## src/design/u16w8_pkg.sv

```systemverilog
// Shared types, constants and the code point encoder for the UTF-16LE to WTF-8 transcoder.
`default_nettype none
package u16w8_pkg;

    localparam logic [5:0]  SURR_HI_TAG = 6'b110110;
    localparam logic [5:0]  SURR_LO_TAG = 6'b110111;
    localparam logic [7:0]  UNDERSCORE  = 8'h5F;
    localparam logic [20:0] SUPP_BASE   = 21'h010000;
    localparam logic [20:0] CP_1B_LIM   = 21'h000080;
    localparam logic [20:0] CP_2B_LIM   = 21'h000800;
    localparam logic [20:0] CP_3B_LIM   = 21'h010000;
    localparam logic [7:0]  LEAD_2B     = 8'hC0;
    localparam logic [7:0]  LEAD_3B     = 8'hE0;
    localparam logic [7:0]  LEAD_4B     = 8'hF0;
    localparam logic [7:0]  CONT_TAG    = 8'h80;
    localparam int unsigned MAX_BYTES   = 6;

    typedef struct packed {
        logic [2:0]      n;
        logic [3:0][7:0] b;
    } enc_t;

    typedef struct packed {
        logic                      valid;
        logic                      last;
        logic [2:0]                count;
        logic [MAX_BYTES-1:0][7:0] bytes;
    } res_t;

    function automatic enc_t encode_cp(input logic [20:0] cp);
        enc_t e;
        e = '0;
        if (cp < CP_1B_LIM) begin
            e.n    = 3'd1;
            e.b[0] = cp[7:0];
        end else if (cp < CP_2B_LIM) begin
            e.n    = 3'd2;
            e.b[0] = LEAD_2B | {3'b000, cp[10:6]};
            e.b[1] = CONT_TAG | {2'b00, cp[5:0]};
        end else if (cp < CP_3B_LIM) begin
            e.n    = 3'd3;
            e.b[0] = LEAD_3B | {4'b0000, cp[15:12]};
            e.b[1] = CONT_TAG | {2'b00, cp[11:6]};
            e.b[2] = CONT_TAG | {2'b00, cp[5:0]};
        end else begin
            e.n    = 3'd4;
            e.b[0] = LEAD_4B | {5'b00000, cp[20:18]};
            e.b[1] = CONT_TAG | {2'b00, cp[17:12]};
            e.b[2] = CONT_TAG | {2'b00, cp[11:6]};
            e.b[3] = CONT_TAG | {2'b00, cp[5:0]};
        end
        return e;
    endfunction

endpackage
`default_nettype wire

```

## src/design/u16w8_decode.sv

```systemverilog
// Input register, surrogate tracking state and byte sequence decode.
`default_nettype none
module u16w8_decode
    import u16w8_pkg::*;
(
    input  wire logic       aclk,
    input  wire logic       aresetn,
    input  wire logic       s_valid,
    output logic            s_ready,
    input  wire logic [7:0] s_in_byte,
    input  wire logic       s_in_last,
    input  wire logic       buf_free,
    output res_t            res
);

    logic       in_valid_reg, in_valid_next;
    logic [7:0] in_byte_reg;
    logic       in_last_reg;
    logic [7:0] held_reg, held_next;
    logic       phase_reg, phase_next;
    logic [9:0] pend_reg, pend_next;
    logic       pv_reg, pv_next;

    logic        advance;
    logic [15:0] unit;
    logic        is_hi;
    logic        is_lo;
    logic        flush;
    enc_t        main_enc;
    enc_t        flush_enc;

    assign advance = in_valid_reg && buf_free;
    assign s_ready = !in_valid_reg || advance;
    assign in_valid_next = s_ready ? s_valid : in_valid_reg;

    assign unit  = {in_byte_reg, held_reg};
    assign is_hi = (unit[15:10] == SURR_HI_TAG);
    assign is_lo = (unit[15:10] == SURR_LO_TAG);
    assign flush_enc = encode_cp({5'b00000, SURR_HI_TAG, pend_reg});

    always_comb begin
        held_next  = held_reg;
        phase_next = phase_reg;
        pend_next  = pend_reg;
        pv_next    = pv_reg;
        flush      = 1'b0;
        main_enc   = '0;
        case (phase_reg)
            1'b0: begin
                if (!in_last_reg) begin
                    held_next  = in_byte_reg;
                    phase_next = 1'b1;
                end else begin
                    flush         = pv_reg;
                    main_enc.n    = 3'd1;
                    main_enc.b[0] = UNDERSCORE;
                end
            end
            1'b1: begin
                phase_next = 1'b0;
                held_next  = '0;
                pend_next  = '0;
                pv_next    = 1'b0;
                if (pv_reg && is_lo) begin
                    main_enc = encode_cp(SUPP_BASE + {1'b0, pend_reg, unit[9:0]});
                end else begin
                    flush = pv_reg;
                    if (is_hi && !in_last_reg) begin
                        pend_next = unit[9:0];
                        pv_next   = 1'b1;
                    end else begin
                        main_enc = encode_cp({5'b00000, unit});
                    end
                end
            end
            default: begin
                phase_next = 1'b0;
            end
        endcase
        if (in_last_reg) begin
            held_next  = '0;
            phase_next = 1'b0;
            pend_next  = '0;
            pv_next    = 1'b0;
        end
    end

    always_comb begin
        res       = '0;
        res.valid = advance;
        res.last  = in_last_reg;
        if (flush) begin
            res.bytes[2:0] = flush_enc.b[2:0];
            res.bytes[5:3] = main_enc.b[2:0];
            res.count      = 3'd3 + main_enc.n;
        end else begin
            res.bytes[3:0] = main_enc.b;
            res.count      = main_enc.n;
        end
    end

    always_ff @(posedge aclk) begin
        if (!aresetn) begin
            in_valid_reg <= 1'b0;
            held_reg     <= '0;
            phase_reg    <= 1'b0;
            pend_reg     <= '0;
            pv_reg       <= 1'b0;
        end else begin
            in_valid_reg <= in_valid_next;
            if (advance) begin
                held_reg  <= held_next;
                phase_reg <= phase_next;
                pend_reg  <= pend_next;
                pv_reg    <= pv_next;
            end
        end
    end

    always_ff @(posedge aclk) begin
        if (s_valid && s_ready) begin
            in_byte_reg <= s_in_byte;
            in_last_reg <= s_in_last;
        end
    end

    a_last_clears: assert property (@(posedge aclk) disable iff (!aresetn)
        (advance && in_last_reg) |=> (!phase_reg && !pv_reg))
        else $error("state not cleared after end of string");

    a_last_emits: assert property (@(posedge aclk) disable iff (!aresetn)
        (advance && in_last_reg) |-> (res.count != 3'd0))
        else $error("end of string produced no output byte");

    a_count_max: assert property (@(posedge aclk) disable iff (!aresetn)
        advance |-> (res.count <= 3'(MAX_BYTES)))
        else $error("decode count out of range");

endmodule
`default_nettype wire

```

## src/design/u16w8_outbuf.sv

```systemverilog
// Result shift buffer that drains decoded bytes one transfer per cycle while m_ready is high.
`default_nettype none
module u16w8_outbuf
    import u16w8_pkg::*;
(
    input  wire logic       aclk,
    input  wire logic       aresetn,
    input  res_t            res,
    output logic            buf_free,
    output logic            m_valid,
    input  wire logic       m_ready,
    output logic [7:0]      m_out_byte,
    output logic            m_out_last
);

    logic [MAX_BYTES-1:0][7:0] bytes_reg, bytes_next;
    logic [2:0]                cnt_reg, cnt_next;
    logic                      last_reg, last_next;
    logic                      xfer;

    assign m_valid    = (cnt_reg != 3'd0);
    assign xfer       = m_valid && m_ready;
    assign buf_free   = (cnt_reg == 3'd0) || ((cnt_reg == 3'd1) && m_ready);
    assign m_out_byte = bytes_reg[0];
    assign m_out_last = last_reg && (cnt_reg == 3'd1);

    always_comb begin
        bytes_next = bytes_reg;
        cnt_next   = cnt_reg;
        last_next  = last_reg;
        if (xfer) begin
            bytes_next = bytes_reg >> 8;
            cnt_next   = cnt_reg - 3'd1;
        end
        if (res.valid && (res.count != 3'd0)) begin
            bytes_next = res.bytes;
            cnt_next   = res.count;
            last_next  = res.last;
        end
    end

    always_ff @(posedge aclk) begin
        if (!aresetn) begin
            cnt_reg  <= '0;
            last_reg <= 1'b0;
        end else begin
            cnt_reg  <= cnt_next;
            last_reg <= last_next;
        end
    end

    always_ff @(posedge aclk) begin
        bytes_reg <= bytes_next;
    end

    a_load_when_free: assert property (@(posedge aclk) disable iff (!aresetn)
        res.valid |-> buf_free)
        else $error("result loaded over undrained bytes");

    a_cnt_range: assert property (@(posedge aclk) disable iff (!aresetn)
        cnt_reg <= 3'(MAX_BYTES))
        else $error("buffer count out of range");

    a_drain_step: assert property (@(posedge aclk) disable iff (!aresetn)
        (xfer && !res.valid && (cnt_reg > 3'd1)) |=> (cnt_reg == $past(cnt_reg) - 3'd1))
        else $error("buffer count did not advance on transfer");

endmodule
`default_nettype wire

```

## src/design/utf16le_to_wtf8_transcoder.sv

```systemverilog
// Top level of the UTF-16LE to WTF-8 transcoder.
// Path: an input byte is held in the decode input register, and the bytes it yields are
// loaded into the result buffer, which drives the output stream.
// Throughput: one input byte per cycle while the result buffer can take a result; output runs at
// one byte per cycle while m_ready is high, and an item yields up to 6 bytes in the result buffer.
// Reset (aresetn low, synchronous) clears the input stage, the surrogate and byte
// pairing state, and the result buffer; no output is valid after reset.
`default_nettype none
module utf16le_to_wtf8_transcoder
    import u16w8_pkg::*;
(
    input  wire logic       aclk,
    input  wire logic       aresetn,
    input  wire logic       s_valid,
    output logic            s_ready,
    input  wire logic [7:0] s_in_byte,
    input  wire logic       s_in_last,
    output logic            m_valid,
    input  wire logic       m_ready,
    output logic [7:0]      m_out_byte,
    output logic            m_out_last
);

    res_t res;
    logic buf_free;

    u16w8_decode u_decode (
        .aclk      (aclk),
        .aresetn   (aresetn),
        .s_valid   (s_valid),
        .s_ready   (s_ready),
        .s_in_byte (s_in_byte),
        .s_in_last (s_in_last),
        .buf_free  (buf_free),
        .res       (res)
    );

    u16w8_outbuf u_outbuf (
        .aclk       (aclk),
        .aresetn    (aresetn),
        .res        (res),
        .buf_free   (buf_free),
        .m_valid    (m_valid),
        .m_ready    (m_ready),
        .m_out_byte (m_out_byte),
        .m_out_last (m_out_last)
    );

endmodule
`default_nettype wire

```

## config.mk

```make
export PLATFORM = sky130hd
export DESIGN_NAME = utf16le_to_wtf8_transcoder
export DESIGN_NICKNAME = d
export VERILOG_FILES = /design/src/design/u16w8_pkg.sv /design/src/design/u16w8_decode.sv /design/src/design/u16w8_outbuf.sv /design/src/design/utf16le_to_wtf8_transcoder.sv
export SDC_FILE = /design/constraint.sdc
export NUM_CORES = 1
export LEC_CHECK = 0
export ABC_CLOCK_PERIOD_IN_PS = 5200
export BUFFER_PORTS_ARGS = -buffer_cell sky130_fd_sc_hd__buf_2
export CAP_MARGIN = 10
export CORE_MARGIN = 1.5
export CORE_UTILIZATION = 55
export DETAILED_ROUTE_END_ITERATION = 16
export PLACE_DENSITY = 0.76
export RECOVER_POWER = 50
export SLEW_MARGIN = 10
export SYNTH_ARGS = -nofsm -noshare
export SYNTH_HDL_FRONTEND = slang
export SYNTH_SLANG_ARGS = --single-unit
```

## constraint.sdc

```tcl
create_clock -name aclk -period 5.2 [get_ports aclk]
set_input_delay 0.78 -clock aclk [delete_from_list [all_inputs] [get_ports aclk]]
set_output_delay 0.78 -clock aclk [all_outputs]
set_load 0.05 [all_outputs]
```

======== After elaboration in Yosys (flattened, before gate mapping) ========
Index checks and enable logic that the tools add are counted.
word-level totals
  logic and storage cells ................. 98
  register bits after elaboration ......... 82
cells by class
  add/sub/neg operators ................... 3
  equality and inequality tests ........... 3
  order comparisons ....................... 5
  bitwise gates (word level) .............. 1
  muxes and demuxes ....................... 53
  reduce and logical (&&, ||, !) cells .... 18
operators with widths
  cell                    count
  $mux 24                 12
  $mux 48                 2
  $mux 35                 2
  $mux 16                 4
  $mux 10                 4
  $mux 8                  5
  $mux 32                 1
  $pmux 8 s2              2
  $mux 22                 1
  $add 17x20->21 const A  1
  $lt 21x12->1 const B    1
  $lt 21x17->1 const B    1
  $lt 21x8->1 const B     1
  $mux 3                  7
  $lt 16x12->1 const B    1
  $lt 16x8->1 const B     1
  $eq 6x6->1 const B      2
  $mux 1                  9
  $logic_and 1x1->1       8
  $mux 7                  1
  $pmux 3 s2              1
  $reduce_bool 3->1       2
  $pmux 1 s2              2
  $reduce_bool 2->1       2
  8 further kinds         10

======== Depth between registers and ports, before layout ========
Gate-level depths: netlist of run 1.
  depth after elaboration ................. 16
  mapped depth ............................ 17
  depth with buffers taken out ............ 13

======== Cells and area by module ========
A second synthesis of run 1 with hierarchy kept.
second synthesis, totals
  cell total of the unflattened synthesis .. 550
  area, all modules ....................... 4765.8 sq um
modules (own cells, without submodules)
  module        area an instance (sq um)  instances  cells an instance  seq. area each (sq um)
  u16w8_decode  2427.3                    1          323                690.7
  u16w8_outbuf  2338.5                    1          227                1521.5

======== Least setup slack after synthesis of run 1 ========
No wires, ideal clock.
  path type ............................... flip-flop to flip-flop
  start ................................... register u_decode.pend_reg[6]
  end ..................................... register u_outbuf.bytes_reg[10] (netlist name) (enable)
  cell stages (with the launch flop) ...... 17
  setup slack ............................. 0.599 ns
  arrival time ............................ 4.196 ns
  path through ............................ dfxtp_1 ha_1 nor3b_1 o21ai_0 o21ai_2 o21ai_2 and2_1 buf_2 ha_1 nor3b_1 a31o_2 and2_1 a211oi_2 a311o_1 buf_6 buf_6 nand2_1
between the ends
  longest elaborated chain between the ends .. 12
  elaborated cells between the ends (all ways) .. 14
ends and longest elaborated chain
  element                                 RTL line             RTL
  start, declared                         u16w8_decode.sv:21   logic [9:0] pend_reg, pend_next;
  start signal, assigned                  u16w8_decode.sv:114  pend_reg <= pend_next;
  $add 17x20->21 (*)                      u16w8_decode.sv:65   main_enc = encode_cp(SUPP_BASE + {1'b0, pend_reg, unit[9:0]});
  $lt 21x17->1                            u16w8_pkg.sv:40      end else if (cp < CP_3B_LIM) begin
  $mux 3                                  u16w8_pkg.sv:40
  $mux 3                                  u16w8_pkg.sv:36      end else if (cp < CP_2B_LIM) begin
  $mux 3 (*)                              u16w8_pkg.sv:33      if (cp < CP_1B_LIM) begin
  $mux 35 (*)                             u16w8_decode.sv:64   if (pv_reg && is_lo) begin
  $pmux 3 s2 (*)                          u16w8_decode.sv:48   case (phase_reg)
  $add 2x3->3                             u16w8_decode.sv:95   res.count = 3'd3 + main_enc.n;
  $mux 3 (*)                              u16w8_decode.sv:92   if (flush) begin
  $reduce_bool 3->1 (*)                   u16w8_outbuf.sv:35   if (res.valid && (res.count != 3'd0)) begin
  $logic_and 1x1->1 (*)                   u16w8_outbuf.sv:35
  $reduce_bool 2->1 (no source line) (*)  -
  end signal, assigned                    u16w8_outbuf.sv:53   bytes_reg <= bytes_next;
  end, declared                           u16w8_outbuf.sv:16   logic [MAX_BYTES-1:0][7:0] bytes_reg, bytes_next;
Every way passes the cells marked *; elsewhere a longest branch is shown, timed or not.
A chain may end at the register's enable or synchronous reset.

==> results.json, run 1 <==
{
  "via_count": 3683,
  "grt_remaining_overflow": 0,
  "ys_seq_elements": 80,
  "worst_pin_slew_ns": 1.018,
  "tritoncts": "done",
  "hpwl_um": 8826,
  "post_drt_wl_per_cell_um": 22.35,
  "path_clk_slew_ns": 0.09,
  "fmax_mhz": 214.8,
  "worst_slack_ns": 0.5445,
  "dpl_cell_area_um2": 4623,
  "final_cell_mix": "edfxtp_1, nand2_1, nor2_1",
  "avgSynthCellArea_um2": 10.30,
  "drt_wl_total_um": 12320,
  "fin_area_um2": 4807,
  "peakVddDrop_mv": 0.2430,
  "cp_top_family": "compound AO/OA/AOI/OAI gates",
  "grt_pass1_vias": 3553,
  "place.gp.congestion": 0.9450,
  "status": "finished clean",
  "slowest_delay_ns": 0.49,
  "post-place-cells": 535,
  "worst-path-max-fanout": 21,
  "cts_setup_buffers": 0,
  "dp_slack_ns": 0.6944,
  "rows": 32,
  "root_buffer": "clkbuf_8",
  "setup_tns_ns": 0,
  "route.detailed.drc": 0,
  "cap_violations": 0,
  "diodes": 0,
  "power_density_nw_per_um2": 468.4,
  "die_area_um2": 8737,
  "ant_nets": 0,
  "ctsResizeCount": 0,
  "grt_pass1_wl_um": 19630,
  "start_util_pct": 57.66,
  "worstHoldPathType": "register to register",
  "fin_crit_sh_pct": 89.53,
  "synth-edff-count": 55,
  "setup_violations": 0,
  "layout_min_cycle_time_ns": 4.656,
  "fin_cells": 551,
  "cts.sinks": 80,
  "timing.hold.ws_ns": 0.4709,
  "worstSkewPairLatency_ns": 0.35,
  "grt_use_total_pct": 30.31,
  "drtPass1Iterations": 5,
  "synthArstFlopShare_pct": 0,
  "required_ns": 5.31,
  "power.total_mw": 2.252,
  "cp-start-kind": "register",
  "critical_path.cell_chain": "ha_1 -> nor3b_1 -> o21ai_0 -> o21ai_2 -> o21ai_2 -> and2_0 -> ha_1 -> nor3b_1 -> a31o_2 -> and2_0 -> a211oi_2 -> a311oi_4 -> clkbuf_2 -> mux2_2",
  "numCtsBuffers": 9,
  "die_w_um": 93.47,
  "cp.buffers_inverters": 1,
  "vias_per_cell": 6.684,
  "critPathSlowestCell": "dfxtp_1",
  "cts_hold_buf": 0,
  "max_slew_margin_pct": 31.87,
  "ctsLongestPathBuffers": 2,
  "yosysSeqAreaShare_pct": 47.80,
  "grt_max_degree": 47,
  "synthToLayoutAreaGrowth_pct": 6.782,
  "yosys_warnings": 0,
  "drive_gt1_share_pct": 12.69,
  "core_area_um2": 7807,
  "die_y_um": 93.47,
  "syn_area_um2": 4502,
  "synth_nets": 455,
  "htreeDepth": 3,
  "skew_ns": 0.009844,
  "synth_cells": 437,
  "final_net_count": 462,
  "drt_iter0_drc": 353,
  "antenna_found_initial": 0,
  "io_pins": 24,
  "final_util_pct": 61.57,
  "nFillCells": 680,
  "synth_ff_type": "edfxtp_1",
  "crit_path_end_kind": "register",
  "port-buffer-count": 23,
  "grt_setup_unrepaired": "false",
  "leakage_nw": 1.653,
  "path_class": "register to register",
  "ys_types": 66,
  "hold_viol": 0,
  "largest_reg_flops": 38,
  "slew_violations": 0,
  "layout_commonest_cell": "edfxtp_1",
  "arrival_ns": 4.77
}
logic make-up after synthesis:
group	Yosys count	synth area share [%]
buffers and inverters	47	5.281
multiplexers	13	3.168
XOR/XNOR	2	0.3892
adder cells (fa/ha/maj)	5	1.390
flip-flops	80	47.80
AO/OA/AOI/OAI	140	24.10
AND/OR/NAND/NOR	150	17.87
where the power goes:
part	switching, mW	internal, mW
Clock	0.255	0.231
Combinational	0.473	0.239
Sequential	0.105	0.948
Total	0.834	1.42
worst paths after layout:
check | start | end | slack (ns) | cells past startpoint
setup / recovery | u_decode.pend_reg[6] | u_outbuf.bytes_reg[9] | 0.54 | 14
hold / removal | u_outbuf.last_reg | u_outbuf.last_reg | 0.47 | 2
setup reg to reg | u_decode.pend_reg[6] | u_outbuf.bytes_reg[9] | 0.54 | 14
hold reg to reg | u_outbuf.last_reg | u_outbuf.last_reg | 0.47 | 2
cell usage after synthesis (7+ instances only):
cell       instances  area share, %
a22o_1            24            4.7
buf_2              7           0.78
a21oi_1           10            1.1
buf_4              8            1.3
o21ai_0           22            2.4
dfxtp_1           25             11
clkbuf_1          15            1.3
a2bb2oi_1          8            1.6
o211ai_1           8            1.3
inv_1             13            1.1
nor2_1            28            2.3
o21a_1             8            1.3
o221ai_1           9            1.8
a21boi_0          11            1.8
edfxtp_1          55             37
and2_1            10            1.4
nand2_1           51            4.3
nand3_1           18            2.0
cell type report:
cell class	instances	area [µm²]	share of cell area, %
Clock buffer	9	123.9	2.577
Clock inverter	7	83.83	1.744
Inverter	13	48.80	1.015
Multi-Input combinational cell	310	2115	43.99
Sequential cell	80	2152	44.77
Tap cell	102	127.6	2.655
Timing Repair Buffer	30	156.4	3.254
routing by layer:
metal | vias up | GRT usage [%] | part of all wire (%) | wire [µm]
met5 | - | 0 | 0 | 0
met4 | 0 | 11.74 | 3.4 | 422
met3 | 26 | 6.341 | 7.5 | 928
met2 | 194 | 47.71 | 46 | 5680
met1 | 1774 | 40.83 | 43 | 5285
li1 | 1689 | - | - | -
worst reg2reg max path: stages (launching register included):
cell and delay, ns:
dfxtp_1 0.49, ha_1 0.34, nor3b_1 0.35, o21ai_0 0.35
o21ai_2 0.40, o21ai_2 0.14, and2_0 0.26, ha_1 0.26
nor3b_1 0.17, a31o_2 0.14, and2_0 0.18, a211oi_2 0.08
a311oi_4 0.37, clkbuf_2 0.48, mux2_2 0.41
(Power assumes the default switching activity.)
==> inputs of run 2 (changes only) <==
--- a/config.mk
+++ b/config.mk
@@ -6,12 +6,12 @@
 export NUM_CORES = 1
 export LEC_CHECK = 0
 export ABC_CLOCK_PERIOD_IN_PS = 5200
-export BUFFER_PORTS_ARGS = -buffer_cell sky130_fd_sc_hd__buf_2
 export CAP_MARGIN = 10
 export CORE_MARGIN = 1.5
 export CORE_UTILIZATION = 55
 export DETAILED_ROUTE_END_ITERATION = 16
-export PLACE_DENSITY = 0.76
+export DONT_BUFFER_PORTS = 1
+export PLACE_DENSITY = 0.73
 export RECOVER_POWER = 50
 export SLEW_MARGIN = 10
 export SYNTH_ARGS = -nofsm -noshare
==> run 2 against run 1 <==
  * Worst hold slack gained 0.0080 ns
  * Critical endpoint is now u_outbuf.bytes_reg[44]
  * Largest cell class unchanged
  * Sequential share of layout area up 1.1 points
  * Clock skew rose by 0.00088 ns
  * The run now ends with max-capacitance violations, max-slew violations left
  * Non-clock buffer count decreased by 23
  * Core utilization fell by 1.5 points
  * Clock-buffer cell count is the same
  * Total power shrank 3.0%
  * Via count is 0.35% higher
  * Worst setup slack improved by 0.11 ns
  * Routed wire length is 4.5% higher
==> results.json, run 2 (same netlist as run 1, synthesis figures left out) <==
{
  "status": "complete, but fails checks",
  "violations": "max-capacitance violations, max-slew violations",
  "drt_wl_total_um": 12870,
  "diodes": 0,
  "drtPass1Iterations": 7,
  "cap_violations": 2,
  "final_cell_mix": "edfxtp_1, nand2_1, nor2_1",
  "post-place-cells": 512,
  "skew_ns": 0.01072,
  "slowest_delay_ns": 0.49,
  "setup_tns_ns": 0,
  "fin_area_um2": 4690,
  "vias_per_cell": 7.000,
  "grt_remaining_overflow": 0,
  "setup_violations": 0,
  "cp_top_family": "compound AO/OA/AOI/OAI gates",
  "critPathSlowestCell": "dfxtp_1",
  "cp.buffers_inverters": 1,
  "grt_pass1_vias": 3470,
  "drt_iter0_drc": 426,
  "worstHoldPathType": "register to register",
  "core_area_um2": 7807,
  "numCtsBuffers": 9,
  "critical_path.cell_chain": "ha_1 -> nor3b_1 -> o21ai_0 -> o21ai_2 -> o21ai_0 -> and2_0 -> ha_1 -> nor3b_1 -> a31o_2 -> and2_1 -> a211oi_2 -> a311o_1 -> nand2_2 -> buf_12",
  "start_util_pct": 57.66,
  "layout_min_cycle_time_ns": 4.545,
  "grt_max_degree": 34,
  "antenna_found_initial": 1,
  "place.gp.congestion": 1.011,
  "fin_cells": 528,
  "arrival_ns": 4.61,
  "leakage_nw": 1.585,
  "cp-start-kind": "register",
  "grt_use_total_pct": 31.05,
  "path_clk_slew_ns": 0.09,
  "ctsLongestPathBuffers": 2,
  "layout_commonest_cell": "edfxtp_1",
  "die_y_um": 93.47,
  "htreeDepth": 3,
  "drive_gt1_share_pct": 10.80,
  "hold_viol": 0,
  "fmax_mhz": 220.0,
  "crit_path_end_kind": "register",
  "path_class": "register to register",
  "worst-path-max-fanout": 33,
  "worst_pin_slew_ns": 1.644,
  "synthToLayoutAreaGrowth_pct": 4.169,
  "ctsResizeCount": 0,
  "post_drt_wl_per_cell_um": 24.37,
  "largest_reg_flops": 38,
  "hpwl_um": 9138,
  "rows": 32,
  "die_area_um2": 8737,
  "cts.sinks": 80,
  "io_pins": 24,
  "tritoncts": "done",
  "peakVddDrop_mv": 0.3572,
  "fin_crit_sh_pct": 87.41,
  "route.detailed.drc": 0,
  "final_net_count": 439,
  "worstSkewPairLatency_ns": 0.36,
  "port-buffer-count": 0,
  "power.total_mw": 2.185,
  "ant_nets": 0,
  "die_w_um": 93.47,
  "timing.hold.ws_ns": 0.4788,
  "slew_violations": 16,
  "power_density_nw_per_um2": 465.9,
  "cts_setup_buffers": 0,
  "grt_pass1_wl_um": 19750,
  "root_buffer": "clkbuf_8",
  "via_count": 3696,
  "grt_setup_unrepaired": "false",
  "cts_hold_buf": 0,
  "max_slew_margin_pct": -10.76,
  "required_ns": 5.26,
  "dpl_cell_area_um2": 4508
}
-- run 2: stage by stage --
stage	worst slack (ns)	util, %
finish	0.6549	60.06
global route	0.3340	60.06
CTS	0.9375	60.11
detailed placement	0.9470	57.74
global placement	1.146	57.74
floorplan	0.5995	-
-- run 2: worst min-delay path: cells and delay by family, from the launching register on --
family           cells  cell delay (ns)
DFF                  1             0.32
and+or+nand+nor      1             0.05
muxes                1             0.06
-- run 2: final timing paths --
| path | from | endpoint | slack, ns | depth (start not counted) |
|---|---|---|---|---|
| setup / recovery | u_decode.pend_reg[6] | u_outbuf.bytes_reg[44] | 0.65 | 14 |
| hold / removal | u_outbuf.last_reg | u_outbuf.last_reg | 0.48 | 2 |
| setup reg to reg | u_decode.pend_reg[6] | u_outbuf.bytes_reg[44] | 0.65 | 14 |
| hold reg to reg | u_outbuf.last_reg | u_outbuf.last_reg | 0.48 | 2 |
-- run 2: per-layer routing --
metal	track usage [%]	wire, µm
met5	0	0
met3	7.154	1044
met2	47.46	6002
met4	12.25	433
met1	42.55	5387
-- run 2: final cells by class --
type,count,area [µm²]
fillers,679,3118
flip-flops and latches,80,2152
multi-input cells,310,2111
well taps,102,127.6
clock buffers,9,123.9
repair buffers,7,65.06
clock inverters,7,61.31
inverters,13,48.80
-- run 2: report_power, final --
part	switching, mW	leakage, nW	internal [mW]
Combinational	0.371	0.770	0.222
Clock	0.262	0.0888	0.183
Sequential	0.197	0.726	0.951
Total	0.830	1.59	1.36
==> inputs of run 3 (changes only) <==
==> constraint.sdc (replaced) <==
create_clock -name aclk -period 5.2 [get_ports aclk]
set_input_delay 0.26 -clock aclk [delete_from_list [all_inputs] [get_ports aclk]]
set_output_delay 0.26 -clock aclk [all_outputs]
set_load 0.05 [all_outputs]
==> run 3 against run 2 <==
  * The flow still finishes with violations (max-capacitance violations, max-slew violations)
  * Fmax is 1.6% higher
  * Worst setup slack better by 0.070 ns
  * Via count is 1.0% lower
  * First-iteration DRC count is 4.0% higher
  * Flip-flop and latch count stayed put
  * Largest power group unchanged
==> results.json, run 3 (same netlist as run 1, synthesis figures left out) <==
{
  "synthToLayoutAreaGrowth_pct": 6.226,
  "grt_remaining_overflow": 0,
  "grt_pass1_vias": 3507,
  "cp-start-kind": "register",
  "crit-reg2reg-launch": "u_decode.pend_reg[6]",
  "max_slew_margin_pct": -11.09,
  "drt_wl_total_um": 12870,
  "hp-start": "aresetn",
  "grt_setup_unrepaired": "false",
  "drtPass1Iterations": 5,
  "tritoncts": "done",
  "grt_max_degree": 34,
  "largest_reg_flops": 38,
  "ff2ff_path_depth": 14,
  "status": "complete, but fails checks",
  "core_area_um2": 7807,
  "final_net_count": 448,
  "post_drt_wl_per_cell_um": 23.91,
  "power_density_nw_per_um2": 457.4,
  "worst_pin_slew_ns": 1.649,
  "antenna_found_initial": 1,
  "cts_setup_buffers": 0,
  "final_cell_mix": "edfxtp_1, nand2_1, nor2_1",
  "ctsResizeCount": 0,
  "place.gp.congestion": 1.011,
  "r2r_end": "u_outbuf.bytes_reg[12]",
  "required_ns": 5.26,
  "die_w_um": 93.47,
  "worstSkewPairLatency_ns": 0.36,
  "worstHoldPathType": "input pin to register",
  "hold_viol": 0,
  "cap_violations": 2,
  "path_class": "register to register",
  "fmax_mhz": 223.4,
  "port-buffer-count": 0,
  "setup_tns_ns": 0,
  "grt_use_total_pct": 31.19,
  "final_util_pct": 61.25,
  "layout_commonest_cell": "edfxtp_1",
  "numCtsBuffers": 9,
  "ff2ff_setup_slack_ns": 0.72,
  "arrival_ns": 4.54,
  "cts_hold_buf": 9,
  "worst-path-max-fanout": 33,
  "slew_violations": 16,
  "path_clk_slew_ns": 0.09,
  "htreeDepth": 3,
  "hpwl_um": 9138,
  "violations": "max-capacitance violations, max-slew violations",
  "via_count": 3659,
  "drt_iter0_drc": 443,
  "setup_violations": 0,
  "route.detailed.drc": 0,
  "leakage_nw": 1.623,
  "io_pins": 24,
  "drive_gt1_share_pct": 10.57,
  "ctsLongestPathBuffers": 2,
  "power.total_mw": 2.188,
  "grt_pass1_wl_um": 19850,
  "root_buffer": "clkbuf_8",
  "peakVddDrop_mv": 0.3549,
  "layout_min_cycle_time_ns": 4.476,
  "die_area_um2": 8737,
  "fin_crit_sh_pct": 86.07,
  "cts.sinks": 80,
  "skew_ns": 0.009647,
  "start_util_pct": 57.66,
  "vias_per_cell": 6.801,
  "rows": 32,
  "whs_path_depth": 2,
  "die_y_um": 93.47,
  "crit_path_end_kind": "register",
  "whs_endpoint": "u_outbuf.cnt_reg[2]",
  "ant_nets": 0
}
[run 3: metrics by stage]
| step | cell area [µm²] | hold slack (ns) | cells | worst slack [ns] |
|---|---|---|---|---|
| 6_report | 4782 | 0.02056 | 538 | 0.7245 |
| 3_3_place_gp | 4508 | 0.3589 | 512 | 1.146 |
| 4_1_cts | 4783 | 0.01462 | 537 | 0.9375 |
| 2_1_floorplan | 4502 | 0.3589 | 437 | 0.5995 |
| 3_5_place_dp | 4508 | 0.3589 | 512 | 0.9470 |
| 5_1_grt | 4780 | 0.02374 | 537 | 0.3340 |
[run 3: worst max-delay path, cell delays in order, from the launching register on]
cell	delay [ns]
dfxtp_1	0.49
ha_1	0.33
nor3b_1	0.31
o21ai_0	0.30
o21ai_2	0.38
o21ai_0	0.27
and2_0	0.31
ha_1	0.25
nor3b_1	0.18
a31o_2	0.14
and2_1	0.17
a211oi_2	0.08
a311o_1	0.38
nand2_2	0.30
buf_12	0.26
[run 3: how the worst max path moves through the flow]
stage,from,endpoint,cells past startpoint,slack [ns]
after floorplan,u_decode.pend_reg[6],u_outbuf.bytes_reg[10],16,0.60
after global placement,u_decode.pend_reg[6],u_outbuf.m_out_byte[3],14,1.15
after detailed placement,u_decode.pend_reg[6],u_outbuf.bytes_reg[20],14,0.95
after CTS,u_decode.pend_reg[6],u_outbuf.bytes_reg[20],14,0.94
after global routing,u_decode.pend_reg[6],u_outbuf.bytes_reg[35],14,0.33
final,u_decode.pend_reg[6],u_outbuf.bytes_reg[12],14,0.72
[run 3: area by class of cell]
cell class / instances / area [µm²]
antenna: 1 / 2.502
clock buffer: 9 / 123.9
clock inverter: 7 / 61.31
fill: 669 / 3025
inverter: 13 / 48.80
multi-input combinational: 310 / 2111
sequential: 80 / 2152
tap: 102 / 127.6
timing repair buffer: 16 / 155.1
[run 3: layer usage]
layer	share of wire, %	GRT usage (%)	up-vias
li1	-	-	1668
met3	8.7	7.317	35
met4	3.5	12.63	0
met2	46	47.64	197
met1	41	42.57	1759
met5	0	0	-
[run 3: power by group]
part | internal (mW) | switching, mW
registers | 0.951 | 0.197
logic | 0.227 | 0.369
clock network | 0.183 | 0.261
total | 1.36 | 0.828
